File: config.mk
export PLATFORM = sky130hd
export DESIGN_NAME = snf_outq
export DESIGN_NICKNAME = d
export VERILOG_FILES = /design/src/rtl/snf_pkg.sv /design/src/rtl/snf_outq.sv
export SDC_FILE = /design/constraint.sdc
export NUM_CORES = 1
export LEC_CHECK = 0
export ABC_AREA = 0
export ABC_CLOCK_PERIOD_IN_PS = 2100
export BUFFER_PORTS_ARGS = -buffer_cell sky130_fd_sc_hd__clkbuf_2
export CORE_ASPECT_RATIO = 0.8
export CORE_MARGIN = 3
export CORE_UTILIZATION = 33
export CTS_CLUSTER_DIAMETER = 150
export CTS_CLUSTER_SIZE = 8
export DETAILED_ROUTE_END_ITERATION = 6
export PLACE_DENSITY = 0.66
export SYNTH_ARGS = -nofsm -noshare
export SYNTH_HDL_FRONTEND = slang
export SYNTH_SLANG_ARGS = --single-unit
File: constraint.sdc
create_clock -name clk -period 2.1 [get_ports clk]
set_input_delay 0.525 -clock clk [delete_from_list [all_inputs] [get_ports clk]]
set_output_delay 0.525 -clock clk [all_outputs]
set_load 0.005 [all_outputs]
File: src/rtl/snf_pkg.sv
// Shared types, constants and helper functions of the fractal simplex noise block.
package snf_pkg;

  localparam int TABLE_SIZE = 256;
  localparam int IDX_W      = $clog2(TABLE_SIZE);
  localparam int MAX_OCTAVES = 8;
  localparam int IN_DEPTH   = 4;
  localparam int OUT_DEPTH  = 2;

  localparam logic OP_LOAD = 1'b0;
  localparam logic OP_EVAL = 1'b1;

  localparam logic [1:0] REG_OCTAVES = 2'd0;
  localparam logic [1:0] REG_PERSIST = 2'd1;

  localparam logic [3:0]  OCTAVES_RST = 4'd5;
  localparam logic [15:0] PERSIST_RST = 16'd32768;

  localparam logic [30:0] F2_Q32 = 31'd1572067139;
  localparam logic [29:0] G2_Q32 = 30'd907633386;
  localparam logic signed [35:0] G2_FX  = 36'sd13849;
  localparam logic signed [35:0] G2_FX2 = 36'sd27698;
  localparam logic signed [35:0] ONE_FX = 36'sd65536;
  localparam logic signed [37:0] R_HALF = 38'sd2147483648;
  localparam logic [16:0] AMP_ONE = 17'd65536;
  localparam logic signed [31:0] OUT_MAX = 32'sd8388607;
  localparam logic signed [31:0] OUT_MIN = -32'sd8388608;

  typedef struct packed {
    logic               is_eval;
    logic [IDX_W-1:0]   idx;
    logic [7:0]         val;
    logic signed [31:0] x;
    logic signed [31:0] y;
  } item_t;

  // value mod 12 by reciprocal multiply, exact for 8-bit values
  function automatic logic [3:0] mod12(input logic [7:0] v);
    logic [15:0] p;
    logic [4:0]  q;
    logic [7:0]  r;
    p = 16'(v) * 16'd171;
    q = p[15:11];
    r = v - 8'(8'(q) * 8'd12);
    return r[3:0];
  endfunction

  function automatic logic signed [18:0] grad_dot(input logic [3:0] g,
                                                  input logic signed [17:0] dx,
                                                  input logic signed [17:0] dy);
    logic signed [18:0] ex;
    logic signed [18:0] ey;
    logic signed [18:0] d;
    ex = 19'(dx);
    ey = 19'(dy);
    unique case (g)
      4'd0:          d = -ex - ey;
      4'd1:          d = -ex + ey;
      4'd2:          d = ex - ey;
      4'd3:          d = ex + ey;
      4'd4, 4'd5:    d = -ex;
      4'd6, 4'd7:    d = ex;
      4'd8, 4'd9:    d = -ey;
      4'd10, 4'd11:  d = ey;
      default:       d = '0;
    endcase
    return d;
  endfunction

endpackage

File: src/rtl/snf_outq.sv
// Two-entry result queue between the datapath and the result channel.
module snf_outq (
  input  logic               clk,
  input  logic               rst_n,
  input  logic               res_vld,
  input  logic signed [23:0] res_value,
  output logic               oq_full,
  output logic               out_empty,
  input  logic               out_pop,
  output logic signed [23:0] out_noise_value
);

  localparam int PW = $clog2(snf_pkg::OUT_DEPTH);

  logic signed [23:0] q_r [snf_pkg::OUT_DEPTH];
  logic [PW-1:0]      wr_r, rd_r;
  logic [PW:0]        cnt_r;
  logic               wr_en, rd_en;

  assign oq_full         = (cnt_r == (PW+1)'(snf_pkg::OUT_DEPTH));
  assign out_empty       = (cnt_r == '0);
  assign out_noise_value = q_r[rd_r];
  assign wr_en           = res_vld && !oq_full;
  assign rd_en           = out_pop && !out_empty;

  always_ff @(posedge clk) begin
    if (!rst_n) begin
      wr_r  <= '0;
      rd_r  <= '0;
      cnt_r <= '0;
    end else begin
      if (wr_en) wr_r <= wr_r + 1'b1;
      if (rd_en) rd_r <= rd_r + 1'b1;
      cnt_r <= cnt_r + (PW+1)'(wr_en) - (PW+1)'(rd_en);
    end
  end

  always_ff @(posedge clk) begin
    if (wr_en) q_r[wr_r] <= res_value;
  end

endmodule

# == Word-level counts from Yosys, hierarchy flattened ==
# Memory sizes are Yosys's and may differ from the RTL's. A register that Yosys moved wholly into a read port is not among the register bits.
# Index checks and enable logic that the tools add are counted.
# totals
rom_bits,0
memories,1
ff_bits,4
in_bits,28
word_cells,18
latch_bits,0
ram_bits,48
out_inout_bits,26
# mem_list
name,words,width,read_ports,rd_clocked_by_memory_dff,wr,line,source
q_r,2,24,1,1,1,snf_outq.sv:15,logic signed [23:0] q_r [snf_pkg::OUT_DEPTH];
# classes
n_reduce_logical,5
n_div,0
order_cmp,0
n_shift,0
bitwise,0
addsub,4
multipliers,0
n_eq_ne,1
mux,4
# ops
operator,count
1-bit 2-to-1 mux,4
"1-bit adder, second input constant",2
2-bit by 1-bit adder with 2-bit output,1
"2-bit equality test, second input constant",1
1-bit logical AND,2
1-bit logical NOT,2
2-bit logical NOT,1
2-bit by 1-bit subtractor with 2-bit output,1

# == Logic depth before layout (Yosys ltp) ==
# depth
depth_word,5
depth_mapped,8
mapped_depth_nobuf,8

# == Least setup slack after synthesis ==
# Ideal clock, no wire load.
# synth_timing
kind,in2reg
startpoint,in res_vld
endpoint,mem q_r[0][0] (enable)
path_slack_ps,52
required_ps,1695
n_path_buf,0
path_stages,2
arrival_time_ps,1644
setup_ps,405
cell_sequence,nand2_1 nor2_1
# synth_between
elab_chain_cells,3
# synth_rtl
item,line,source
start: declaration,snf_outq.sv:5,"input logic res_vld,"
1-bit logical AND,snf_outq.sv:23,assign wr_en = res_vld && !oq_full;
1-bit 2-to-1 mux,snf_outq.sv:39,if (wr_en) q_r[wr_r] <= res_value;
1-bit 2-to-1 mux (not written as such),snf_outq.sv:39,
end: declaration,snf_outq.sv:15,
# Every way passes these cells.

==> impl_metrics.csv <==
group,metric,value,unit
status,status,"finished clean",
setup_path,critPathMaxStageDelay,0.48,ns
clocking,ctsHtreeMaxLevel,2,
die,standard_cell_core_area,6010,um2
placement,pre_cts_slack,0.395,ns
power,power_per_cell_area,1130,nW/um2
routing,vias,1020,
synth,mean_area_per_synthesized_cell,20.3,um2
setup_path,timing.reg2reg.worst_path_depth,8,
power,netSwitchingFraction,0.264,
sta,final_max_slew_viol_count,0,
die,pin_count,54,
cells_and_area,area_delta_synth_final,21.2,%
synth,yosys_warn_count,0,
synth,synth.ff_latch_count,53,
setup_path,critical_path.startpoint_type,"flip-flop",
placement,placement.io_buffers,53,
power,intPower,2.09,mW
global_routing,initial_antenna_violation_count,0,
sta,setup_failing_eps_final,0,
power,vdd_drop_max,0.347,mV
clocking,cts-buffers-inserted,5,
flow_run,max_cap_viol_count,0,
clocking,post_cts.repair.setup_buffers,0,
synth,gate_count_after_technology_mapping,102,
sta,max_clock_freq,505,MHz
sta,fin_ws,0.118,ns
synth,synth.cell_area,2070,um2
setup_path,timing.critical_path.cells,"buf_12, mux2_4, clkbuf_2",
clocking,clk_pin_slew_worst_setup_hold_paths,0.09,ns
clocking,tritoncts,"yes",
sta,hold_viol_final,0,
routing,route.detailed.wl_per_inst,12.7,um
power,leakagePower,1.02,nW
setup_path,critical_path_peak_fanout,20,
routing,drc,0,
synth,count_of_unique_library_cells_instantiated_by_yosys,18,
synth,syn-num-nets,132,
cells_and_area,layout.filler_cells,558,
die,die-height,76.9,um
global_routing,grt_remaining_overflow,0,
sta,max_slew_margin,0.768,
die,initial_util,0.345,
cells_and_area,final_cell_count_no_fill,244,
routing,detail_route.first_pass.iterations,4,
global_routing,gr-usage-all-layers,0.0872,
setup_path,ff2ff_setup_slack,0.47,ns
sta,post-route-period-util,0.944,
placement,numPlacedInstances,236,
setup_path,crit_required,1.57,ns
power,share_comb_of_total_power,0.303,
hold_path,min_path_cells,1,
sta,fin_tns_setup,0,ns
cells_and_area,num_antenna_cells,0,
placement,dpl.hpwl,2.16,mm
placement,routabilityCongestion,0.756,
sta,worst_pin_slew,0.348,ns
cells_and_area,post_route_cells_drive_above_1_share,0.540,
power,pwr-share-seq,0.506,
clocking,post_cts_hold_buffer_count,0,
routing,drt_wl_total,3.11,mm
global_routing,grt_start_max_net_pins,25,
clocking,clk_root_buffer_cell,"sky130_fd_sc_hd__clkbuf_8",
global_routing,grt_pass1_wl,4.67,mm
clocking,numClockSinks,53,
clocking,cts_max_path_buffers,2,
sta,period_needed,1.98,ns
sta,worst_hold_slack,0.418,ns
routing,ant_nets,0,
die,die_width,94.6,um
cells_and_area,layout.nets,192,
power,pwr-share-clk,0.191,
die,die_area,7270,um2
setup_path,setup.worst_path.end_class,"primary output",
synth,synth.yosys.seq_area_share,0.744,
routing,post_drt_via_cell_ratio,4.18,
clocking,number_of_cells_upsized_or_downsized_after_cts,0,
global_routing,first_global_vias,1005,
die,placement_rows,25,
sta,grt_setup_unrepaired,"false",
setup_path,crit_type,"reg -> out",
setup_path,timing.critical_path.arrival,1.46,ns
power,switching_power_summed_over_all_nets,0.750,mW
sta,timing.clock.skew,0.00562,ns
hold_path,hp-class,"in -> reg",
setup_path,critPathSlowestCell,"sky130_fd_sc_hd__dfxtp_1",
routing,detail_route.iter0.violations,34,
clocking,clk_latency,0.29,ns
[cells in the mapped netlist]
cell                       count  area [um2]
sky130_fd_sc_hd__edfxtp_1     48        1440
sky130_fd_sc_hd__inv_1         3        11.3
sky130_fd_sc_hd__buf_6         1        11.3
sky130_fd_sc_hd__ha_1          2        25.0
sky130_fd_sc_hd__mux2_2        4        45.0
sky130_fd_sc_hd__nor3_1        1        5.00
sky130_fd_sc_hd__and3_1        1        6.26
sky130_fd_sc_hd__and2_1        2        12.5
sky130_fd_sc_hd__xnor2_1       1        8.76
sky130_fd_sc_hd__nand2b_1      2        12.5
sky130_fd_sc_hd__nand2_1       2        7.51
sky130_fd_sc_hd__mux2_4       20         300
sky130_fd_sc_hd__o21a_1        1        7.51
sky130_fd_sc_hd__buf_12        2        40.0
sky130_fd_sc_hd__nor2_1        5        18.8
sky130_fd_sc_hd__dfxtp_1       5         100
sky130_fd_sc_hd__xor2_1        1        8.76
sky130_fd_sc_hd__mux2i_1       1        10.0
[layout make-up]
class / instances / area [um2] / area share
repair buffers: 56 / 300 / 0.120
inverters: 3 / 11.3 / 0.00448
multi-input cells: 43 / 470 / 0.187
flip-flops and latches: 53 / 1540 / 0.614
well taps: 81 / 101 / 0.0404
clock buffers: 6 / 72.6 / 0.0289
clock inverters: 2 / 13.8 / 0.00548
[layer usage]
metal	GRT usage	share of wire	vias up	wire length [um]
li1	-	-	502	-
met1	0.104	0.43	481	1340
met2	0.142	0.48	35	1500
met3	0.0333	0.077	2	240
met4	0.0346	0.010	0	31
met5	0	0	-	0
[cells in the final DEF (no fill, tap or decap), drive strengths merged]
cell,Yosys,layout
and3,1,1
xnor2,1,1
nor2,5,5
nand2b,2,2
inv,3,4
mux2,24,24
edfxtp,48,48
ha,2,2
clkbuf,0,59
buf,3,3
dfxtp,5,5
mux2i,1,1
nor3,1,1
clkinv,0,1
xor2,1,1
nand2,2,2
and2,2,2
o21a,1,1
[kinds of logic after synthesis]
kind of cell               Yosys count  share of synthesized area
and+or+nand+nor                     13                     0.0302
AOI/OAI and AO/OA                    1                    0.00362
muxes                               25                      0.171
DFF                                 53                      0.744
buffers and inverters                6                     0.0302
adders and majority gates            2                     0.0121
xor gates and xnor gates             2                    0.00846
[critical path: cells and delay by family (launching register included)]
| family | cells | cell delay (ns) |
|---|---|---|
| buf+inv | 2 | 0.35 |
| mux | 1 | 0.32 |
| flops | 1 | 0.48 |
[worst paths after layout]
path / start / end
setup / recovery: flip-flop / out_noise_value[20]
hold / removal: res_value[4] / q_r[1][4]$_DFFE_PP_
setup reg to reg: cnt_r[0]$_SDFF_PN0_ / cnt_r[1]$_SDFF_PN0_
hold reg to reg: wr_r$_SDFFE_PN0P_ / wr_r$_SDFFE_PN0P_
[sequential cells by signal, summed over array words and instances, names as in the netlist, named ones only]
signal and flops:
q_r 48, rd_r 1, cnt_r 2, wr_r 1
[power groups by stage]
stage	registers [mW]	clock network (mW)	logic [mW]
3_3_place_gp	1.45	0	0.882
4_1_cts	1.44	0.576	0.886
5_1_grt	1.45	0.615	0.946
2_1_floorplan	1.43	0	0.634
6_report	1.43	0.542	0.860
3_5_place_dp	1.46	0	0.884
[stage by stage]
step	power (mW)	cell area, um2	utilization
after global routing	3.01	2510	0.418
after floorplan	2.07	2070	-
after global placement	2.34	2420	0.404
final	2.84	2510	0.418
after detailed placement	2.35	2420	0.404
after CTS	2.90	2510	0.418
Note: power is estimated with default switching activity, not from simulation.
