--- src/rtl/snf_pkg.sv ---
// Shared types, constants and helper functions of the fractal simplex noise block.
package snf_pkg;

  localparam int TABLE_SIZE = 256;
  localparam int IDX_W      = $clog2(TABLE_SIZE);
  localparam int MAX_OCTAVES = 8;
  localparam int IN_DEPTH   = 4;
  localparam int OUT_DEPTH  = 2;

  localparam logic OP_LOAD = 1'b0;
  localparam logic OP_EVAL = 1'b1;

  localparam logic [1:0] REG_OCTAVES = 2'd0;
  localparam logic [1:0] REG_PERSIST = 2'd1;

  localparam logic [3:0]  OCTAVES_RST = 4'd5;
  localparam logic [15:0] PERSIST_RST = 16'd32768;

  localparam logic [30:0] F2_Q32 = 31'd1572067139;
  localparam logic [29:0] G2_Q32 = 30'd907633386;
  localparam logic signed [35:0] G2_FX  = 36'sd13849;
  localparam logic signed [35:0] G2_FX2 = 36'sd27698;
  localparam logic signed [35:0] ONE_FX = 36'sd65536;
  localparam logic signed [37:0] R_HALF = 38'sd2147483648;
  localparam logic [16:0] AMP_ONE = 17'd65536;
  localparam logic signed [31:0] OUT_MAX = 32'sd8388607;
  localparam logic signed [31:0] OUT_MIN = -32'sd8388608;

  typedef struct packed {
    logic               is_eval;
    logic [IDX_W-1:0]   idx;
    logic [7:0]         val;
    logic signed [31:0] x;
    logic signed [31:0] y;
  } item_t;

  // value mod 12 by reciprocal multiply, exact for 8-bit values
  function automatic logic [3:0] mod12(input logic [7:0] v);
    logic [15:0] p;
    logic [4:0]  q;
    logic [7:0]  r;
    p = 16'(v) * 16'd171;
    q = p[15:11];
    r = v - 8'(8'(q) * 8'd12);
    return r[3:0];
  endfunction

  function automatic logic signed [18:0] grad_dot(input logic [3:0] g,
                                                  input logic signed [17:0] dx,
                                                  input logic signed [17:0] dy);
    logic signed [18:0] ex;
    logic signed [18:0] ey;
    logic signed [18:0] d;
    ex = 19'(dx);
    ey = 19'(dy);
    unique case (g)
      4'd0:          d = -ex - ey;
      4'd1:          d = -ex + ey;
      4'd2:          d = ex - ey;
      4'd3:          d = ex + ey;
      4'd4, 4'd5:    d = -ex;
      4'd6, 4'd7:    d = ex;
      4'd8, 4'd9:    d = -ey;
      4'd10, 4'd11:  d = ey;
      default:       d = '0;
    endcase
    return d;
  endfunction

endpackage

--- src/rtl/snf_front.sv ---
// Input queue that accepts and classifies load and evaluate items.
module snf_front (
  input  logic                        clk,
  input  logic                        rst_n,
  input  logic                        in_push,
  output logic                        in_full,
  input  logic                        in_opcode,
  input  logic [7:0]                  in_table_index,
  input  logic [7:0]                  in_table_value,
  input  logic signed [31:0]          in_coord_x,
  input  logic signed [31:0]          in_coord_y,
  output logic                        f_vld,
  output snf_pkg::item_t              f_item,
  input  logic                        f_take
);

  localparam int PW = $clog2(snf_pkg::IN_DEPTH);

  snf_pkg::item_t     q_r [snf_pkg::IN_DEPTH];
  logic [PW-1:0]      wr_r, rd_r;
  logic [PW:0]        cnt_r;
  logic               wr_en, rd_en;
  snf_pkg::item_t     item;

  assign in_full = (cnt_r == (PW+1)'(snf_pkg::IN_DEPTH));
  assign f_vld   = (cnt_r != '0);
  assign f_item  = q_r[rd_r];
  assign wr_en   = in_push && !in_full;
  assign rd_en   = f_take && f_vld;

  always_comb begin
    item.is_eval = (in_opcode == snf_pkg::OP_EVAL);
    item.idx     = in_table_index;
    item.val     = in_table_value;
    item.x       = in_coord_x;
    item.y       = in_coord_y;
  end

  always_ff @(posedge clk) begin
    if (!rst_n) begin
      wr_r  <= '0;
      rd_r  <= '0;
      cnt_r <= '0;
    end else begin
      if (wr_en) wr_r <= wr_r + 1'b1;
      if (rd_en) rd_r <= rd_r + 1'b1;
      cnt_r <= cnt_r + (PW+1)'(wr_en) - (PW+1)'(rd_en);
    end
  end

  always_ff @(posedge clk) begin
    if (wr_en) q_r[wr_r] <= item;
  end

endmodule

--- config.mk ---
export PLATFORM = sky130hd
export DESIGN_NAME = snf_front
export DESIGN_NICKNAME = d
export VERILOG_FILES = /design/src/rtl/snf_pkg.sv /design/src/rtl/snf_front.sv
export SDC_FILE = /design/constraint.sdc
export NUM_CORES = 1
export LEC_CHECK = 0
export ABC_AREA = 0
export BUFFER_PORTS_ARGS = -buffer_cell sky130_fd_sc_hd__buf_4
export CAP_MARGIN = 20
export CORE_AREA = 2 2 168 253
export DETAILED_ROUTE_END_ITERATION = 16
export DIE_AREA = 0 0 170 255
export SKIP_CTS_REPAIR_TIMING = 1
export SLEW_MARGIN = 25
export SYNTH_ARGS = -nofsm -noshare
export SYNTH_HDL_FRONTEND = slang
export SYNTH_SLANG_ARGS = --single-unit
--- constraint.sdc ---
create_clock -name clk -period 4.64 [get_ports clk]
set_clock_uncertainty 0.15 [all_clocks]
set_input_delay 0.232 -clock clk [delete_from_list [all_inputs] [get_ports clk]]
set_output_delay 0.232 -clock clk [all_outputs]
set_load 0.005 [all_outputs]
### After elaboration in Yosys (flattened, before gate mapping)

Memory sizes are Yosys's and may differ from the RTL's. A register that Yosys moved wholly into a read port is not among the register bits.
Index checks and enable logic that the tools add are counted.

| storage, ports and cells | value |
|---|---|
| memory bits (read-only) | 0 |
| memories | 1 |
| memory bits (writable) | 324 |
| word-level logic and storage cells | 17 |
| input port bits | 85 |
| output and inout port bits | 83 |
| bits in latches | 0 |
| register bits after elaboration | 7 |

Memories:

| memory | words | width | rd ports | clocked after memory_dff | wr ports | RTL line | text |
|---|---|---|---|---|---|---|---|
| q_r | 4 | 81 | 1 | 1 | 1 | snf_front.sv:19 | `snf_pkg::item_t q_r [snf_pkg::IN_DEPTH];` |

| operators by class | value |
|---|---|
| $add $sub $neg | 4 |
| bitwise gates (word level) | 0 |
| reduce and logical (&&, ||, !) cells | 4 |
| muxes and demuxes | 4 |
| equality and inequality tests | 1 |
| div/mod/pow operators | 0 |
| $mul | 0 |
| order comparisons | 0 |
| shift operators | 0 |

Operators with widths:

| operator | count |
|---|---|
| $add 2x1->2 const B | 2 |
| $mux 2 | 2 |
| $add 3x1->3 | 1 |
| $eq 3x3->1 const B | 1 |
| $reduce_bool 3->1 | 1 |
| $sub 3x1->3 | 1 |
| $logic_and 1x1->1 | 2 |
| $mux 1 | 2 |
| $logic_not 1->1 | 1 |

### Longest topological paths before layout

Gate-level depths: netlist of the first run.

| depth | value |
|---|---|
| depth in word-level cells | 5 |
| depth in mapped cells | 12 |
| mapped depth without buffers | 11 |

### Worst setup path after synthesis of the first run

Ideal clock, no wire load.

| path | value |
|---|---|
| path kind | reg-to-reg |
| start | register cnt_r[1] |
| end | memory q_r[0][0] (netlist name) (enable) |
| library setup time | 0.448 ns |
| cell stages (with the launch flop) | 5 |
| setup slack | 1.357 ns |
| data arrival time | 2.685 ns |
| path buffers | 1 |
| cells stage by stage | dfxtp_1 > nor3b_2 > nor2b_1 > buf_2 > and2_1 |

| between the ends | value |
|---|---|
| longest elaborated chain between the ends | 5 |

Ends and longest elaborated chain:

| what | RTL line | text |
|---|---|---|
| start: declaration | snf_front.sv:21 | `logic [PW:0] cnt_r;` |
| start signal: assignment | snf_front.sv:47 | `cnt_r <= cnt_r + (PW+1)'(wr_en) - (PW+1)'(rd_en);` |
| $eq 3x3->1 | snf_front.sv:25 | `assign in_full = (cnt_r == (PW+1)'(snf_pkg::IN_DEPTH));` |
| via in_full | snf_front.sv:6 | `output logic in_full,` |
| $logic_not 1->1 | snf_front.sv:28 | `assign wr_en = in_push && !in_full;` |
| $logic_and 1x1->1 | snf_front.sv:28 |  |
| $mux 1 | snf_front.sv:52 | `if (wr_en) q_r[wr_r] <= item;` |
| $mux 1 (not written as such) | snf_front.sv:52 |  |
| end: declaration | snf_front.sv:19 |  |

The timed path passes the listed nets, and every way through them passes these cells.

==> results.py, run 1 <==
metrics = {
    "run_status": {
        "status": "completed",
    },
    "timing": {
        "rsz0062_at_grt": "no",
        "fin_setup_tns_ps": 0,
        "worst_slew_pin_slew_ps": 974.2,
        "period_share_pct": 64.82,
        "fmax_ghz": 0.3325,
        "slew_headroom_pct": 35.05,
        "setup_viol": 0,
        "fin_crit_ps": 3008,
        "drv_slew": 0,
        "hold_viol_final": 0,
    },
    "clock_network": {
        "cts_max_level": 1,
        "cts_tree": "done",
        "max-clock-path-buffers": 3,
        "clk_pin_slew_ps": 60,
        "cts_sinks": 333,
        "root_buffer": "clkbuf_16",
        "cts_buffers": 30,
        "clk_latency_ps": 560,
    },
    "grt": {
        "grt_max_degree": 66,
        "grt_usage_pct": 10.95,
        "grt_pass1_wl_mm": 35.39,
        "grt_pass1_vias": 5766,
        "gr-total-overflow": 0,
        "antenna_found_initial": 5,
    },
    "detailed_routing": {
        "antenna_left": 0,
        "first_pass_iters": 6,
        "wl_per_cell_um": 18.98,
        "routed_wl_mm": 24.52,
        "met1_length_mm": 9.413,
        "dr_total_vias": 5671,
        "via_per_inst": 4.389,
        "drc": 0,
        "top_layer": "met5",
        "wl_met2_mm": 13.17,
        "wl_met3_mm": 1.460,
        "first_iter_violations": 351,
    },
    "pwr": {
        "peakVddDrop_uv": 254.3,
        "p_leak_nw": 5.421,
        "power_density_nw_per_um2": 516.2,
    },
    "logic_synthesis": {
        "synth_cell_type_count": 19,
        "synth_cells": 471,
        "ys_warn_count": 0,
        "syn_area_um2": 12250,
        "synth.yosys.seq_area_share_pct": 80.92,
        "syn_avg_cell_area_um2": 26.00,
        "yosys_register_bits": 333,
        "syn_nets": 563,
    },
    "die": {
        "fp.dieW_um": 170,
        "pin_count": 168,
        "core_um2": 41440,
        "die-area_um2": 43350,
        "chipHeight_um": 255,
        "start_util_pct": 29.55,
        "fp-row-count": 92,
    },
    "min_path": {
        "hold_depth": 4,
        "hold_start": "f_take",
        "hp-class": "in2reg",
    },
    "placement": {
        "place_congestion": 0.7201,
        "io_buffer_count": 167,
        "place_area_um2": 14050,
        "place_hpwl_mm": 15.42,
    },
    "critical_path": {
        "arrival_ps": 2630,
        "worst_ep_required_time_ps": 4260,
        "path_max_fanout": 27,
        "critPathCaptureType": "output port",
        "rrSetupSlack_ps": 1880,
        "r2r-end": "cnt_r[2]$_SDFF_PN0_",
        "setup.worst_path.class": "reg2out",
        "reg2regPathDepth": 11,
        "startpoint_type": "flop",
        "reg2reg_from": "cnt_r[1]$_SDFF_PN0_",
    },
    "final_layout": {
        "drive_above_1_share_pct": 42.04,
        "postLayoutCellArea_um2": 16090,
        "nNetsFinal": 841,
        "area_growth_pct": 31.40,
    },
    "run": {
        "maxCapViolations": 0,
    },
}
state kept, by name, indices dropped and copies added, names as in the netlist, named ones only:
register	flops
q_r	324
cnt_r	3
rd_r	2
wr_r	2
per-layer routing:
layer  global-route usage, %  vias to the layer above
li1                        -                     2567
met1                   11.68                     2938
met2                   20.17                      130
met3                   3.835                       30
met4                   3.468                        6
met5                       0                        -
layout by cell type (no fill, tap or decap), types with 5 or more instances in the layout:
cell type	count
bufinv_16	5
dfxtp_1	7
clkinv_2	5
buf_4	179
inv_1	5
edfxtp_1	324
clkbuf_8	6
ha_1	6
mux4_2	81
clkbuf_16	32
dlygate4sd3_1	82
kinds of logic (layout without fill, tap and decap cells):
| logic type | Yosys count | in the layout | share of synthesized area [%] |
|---|---|---|---|
| xor+xnor | 4 | 4 | 0.2860 |
| flops | 333 | 333 | 80.92 |
| simple gates | 17 | 17 | 0.8377 |
| mux | 83 | 83 | 15.06 |
| fa+ha+maj | 7 | 7 | 0.7765 |
| buf+inv | 25 | 327 | 1.982 |
| other cells | 0 | 2 | 0 |
| compound gates | 2 | 2 | 0.1431 |
stage by stage:
| stage | power (mW) | setup slack [ps] | util, % | hold slack (ps) | std cells |
|---|---|---|---|---|---|
| 6_report | 8.307 | 1632 | 38.83 | 4.477 | 1292 |
| 5_1_grt | 8.675 | 1433 | 38.83 | 6.758 | 1291 |
| 4_1_cts | 8.374 | 1342 | 36.59 | -302.5 | 1204 |
| 3_5_place_dp | 5.677 | 1782 | 33.91 | 286.1 | 1148 |
| 3_3_place_gp | 5.646 | 1879 | 33.86 | 282.5 | 1147 |
| 2_1_floorplan | 4.874 | 1357 | - | 180.9 | 471 |
final cells by class:
class                   count  area, um2
well taps                 517      646.9
fillers                  3703      25350
inverters                   5      18.77
clock buffers              41      894.6
diodes                      2      5.005
repair buffers            266       2287
flip-flops and latches    333       9917
clock inverters            15      217.7
multi-input cells         113       2105
synthesized netlist by cell type (all sizes together):
master	count	area (um2)
xnor2	4	35.03
fa	1	20.02
clkbuf	2	7.510
buf	18	216.5
nor3b	1	12.51
o31a	1	8.760
nand2	4	15.01
nor2b	4	25.02
mux4	81	1824
and2	7	43.79
or3	1	6.260
o311ai	1	8.760
edfxtp	324	9729
ha	6	75.07
dfxtp	9	180.2
mux2i	2	20.02
inv	5	18.77
critical path: stages, from the launching register on:
cell     delay, ps
dfxtp_4        640
buf_12         300
buf_4          360
mux4_2         580
buf_4          160
report_power, final:
group / leakage [nW] / internal [mW] / switching, mW
clock: 0.549 / 1.63 / 1.05
combinational: 1.83 / 1.05 / 0.772
sequential: 3.04 / 3.64 / 0.158
worst max path at each step:
stage                                       to                start  slack (ps)
final                               f_item[44]                 flop        1630
after global routing                f_item[44]                 flop        1430
after CTS                           f_item[52]                 flop        1340
after detailed placement  q_r[1][46]$_DFFE_PP_  cnt_r[1]$_SDFF_PN0_        1780
after global placement    q_r[0][46]$_DFFE_PP_  cnt_r[1]$_SDFF_PN0_        1880
after floorplan            q_r[0][0]$_DFFE_PP_  cnt_r[1]$_SDFF_PN0_        1360
No activity file was read; power rests on OpenSTA's default activity.
==> run 2: changes to the inputs <==
- ABC_AREA: 0 -> 1
- CORE_AREA: 2 2 168 253 -> 2 2 171 256
- DIE_AREA: 0 0 170 255 -> 0 0 173 258
- clock period: 4.64 -> 2.9 ns (I/O delays scaled with it)
==> results.py, run 2 <==
metrics = {
    "detailed_routing": {
        "antenna_left": 0,
        "dr_total_vias": 7802,
        "first_pass_iters": 4,
        "first_iter_violations": 558,
        "wl_per_cell_um": 17.05,
        "via_per_inst": 4.606,
        "routed_wl_mm": 28.88,
        "drc": 0,
    },
    "timing": {
        "slew_headroom_pct": 53.71,
        "rsz0062_at_grt": "no",
        "hold_viol_final": 0,
        "setup_viol": 0,
        "period_share_pct": 91.21,
        "fin_crit_ps": 2645,
        "fin_ws_ps": 255.0,
        "fmax_ghz": 0.3781,
        "drv_slew": 0,
        "worst_slew_pin_slew_ps": 694.4,
    },
    "grt": {
        "gr-total-overflow": 0,
        "grt_pass1_vias": 7398,
        "antenna_found_initial": 4,
        "grt_max_degree": 82,
        "grt_usage_pct": 12.48,
        "grt_pass1_wl_mm": 42.72,
    },
    "critical_path": {
        "worst_ep_required_time_ps": 2610,
        "slowest_delay_ps": 450,
        "arrival_ps": 2350,
        "startpoint_type": "flop",
        "critPathBufInv": 3,
        "path_max_fanout": 79,
        "cp_slowest_cell": "dfxtp_4",
        "rrSetupSlack_ps": 720,
        "path_common_cell": "buf_4",
        "crit_chain": "inv_8 -> buf_4 -> o21ai_0 -> o22ai_1 -> buf_4",
        "setup.worst_path.class": "reg2out",
        "critPathCaptureType": "output port",
        "cp_top_family": "buffers and inverters",
    },
    "final_layout": {
        "top_regs": "q_r: 324 flops, cnt_r: 3 flops",
        "fillCellCount": 3968,
        "nNetsFinal": 1193,
        "register_area_um2": 9915,
        "largest_register_ff_count": 324,
        "drive_above_1_share_pct": 23.02,
        "utilization_pct": 38.37,
        "final_common_cell": "edfxtp_1",
        "area_growth_pct": 30.07,
        "multi_input_area_um2": 2250,
        "regMostFlops": "q_r",
        "final_cell_mix": "edfxtp_1, buf_4, nor2_1",
    },
    "clock_network": {
        "cts_tree": "done",
        "clk_pin_slew_ps": 60,
        "root_buffer": "clkbuf_16",
        "max-clock-path-buffers": 3,
        "cts_buffers": 34,
        "cts_max_level": 2,
        "clk_latency_ps": 510,
        "cts_sinks": 333,
    },
    "logic_synthesis": {
        "synth.yosys.seq_area_share_pct": 78.87,
        "synth_edf_count": 324,
        "synthMuxAreaShare_pct": 0,
        "ys_warn_count": 0,
        "yosys_most_used_dff": "edfxtp_1",
        "yosys-top-cells-area": "edfxtp_1, o21ai_0, nor2_1, o22ai_1, dfxtp_1",
        "synth_top_family_by_area": "compound AO/OA/AOI/OAI gates",
        "syn_avg_cell_area_um2": 14.80,
        "synth_top_cell_by_area": "edfxtp_1",
        "synth.most_common_cell": "edfxtp_1",
        "yosys_register_bits": 333,
        "synth-xor-area-share_pct": 0,
        "synth_fa_ha_area_share_pct": 0.7568,
        "synth_cell_type_count": 22,
        "synth_commonest_cells": "edfxtp_1, nor2_1, o21ai_0",
        "synth-simple-area-share_pct": 6.104,
        "async_flop_share_pct": 0,
        "synth_compound_area_share_pct": 10.80,
        "synth_cells": 849,
        "synth_top_area_share_pct": 77.43,
        "syn_nets": 941,
        "syn_area_um2": 12560,
    },
    "pwr": {
        "p_leak_nw": 5.667,
        "power_density_nw_per_um2": 817.1,
        "total_power_mw": 13.35,
        "peakVddDrop_uv": 475.9,
    },
    "die": {
        "fp.dieW_um": 173,
        "fp-row-count": 93,
        "die-area_um2": 44630,
        "chipHeight_um": 258,
        "start_util_pct": 29.50,
        "core_um2": 42590,
        "pin_count": 168,
    },
    "placement": {
        "place_congestion": 0.7025,
        "dp_slack_ps": 735.4,
        "io_buffer_count": 167,
        "place_hpwl_mm": 15.86,
    },
    "run_status": {
        "status": "completed",
    },
    "run": {
        "maxCapViolations": 0,
    },
    "min_path": {
        "hp-class": "in2reg",
    },
}
## run 2: cell families (layout without fill, tap and decap cells)
group	count (synthesis)	count (layout)
flip-flops	333	333
AO/OA/AOI/OAI	250	250
AND/OR/NAND/NOR	190	190
buffers and inverters	69	341
adder cells (fa/ha/maj)	7	7
other	0	3
## run 2: cell type report
cell class | count | share of cell area, %
sequential | 333 | 60.66
antenna | 3 | 0.04593
clock inverter | 16 | 1.011
timing repair buffer | 268 | 14.21
tap | 570 | 4.364
inverter | 17 | 0.4670
clock buffer | 40 | 5.474
multi-input combinational | 447 | 13.77
## run 2: power by group
group / leakage, nW / internal (mW) / switching, mW / total [mW]
Combinational: 2.11 / 1.31 / 1.83 / 3.14
Clock: 0.513 / 2.47 / 1.73 / 4.20
Sequential: 3.04 / 5.86 / 0.156 / 6.01
## run 2: stage by stage
stage | cell area (um2) | std cells | setup TNS, ps | hold slack (ps)
finish | 16340 | 1694 | 0 | 225.0
global route | 16340 | 1694 | 0 | 215.9
CTS | 15490 | 1607 | 0 | -364.2
detailed placement | 14440 | 1551 | 0 | 197.5
global placement | 14440 | 1551 | 0 | 194.2
floorplan | 12570 | 849 | -183320 | 92.63
## run 2: final timing paths
check | start | endpoint | depth (start not counted)
worst max-delay path | flop | f_item[65] | 5
worst min-delay path | in_coord_x[11] | q_r[2][43]$_DFFE_PP_ | 2
worst max register to register | cnt_r[1]$_SDFF_PN0_ | cnt_r[2]$_SDFF_PN0_ | 10
worst min register to register | rd_r[0]$_SDFFE_PN0P_ | flop | 2
## run 2: routing by layer
layer	vias to the layer above	wire, um	GRT usage (%)
met3	48	1408	2.621
li1	3687	-	-
met1	3862	11460	14.35
met5	-	13	0
met4	2	862	5.579
met2	203	15130	22.30
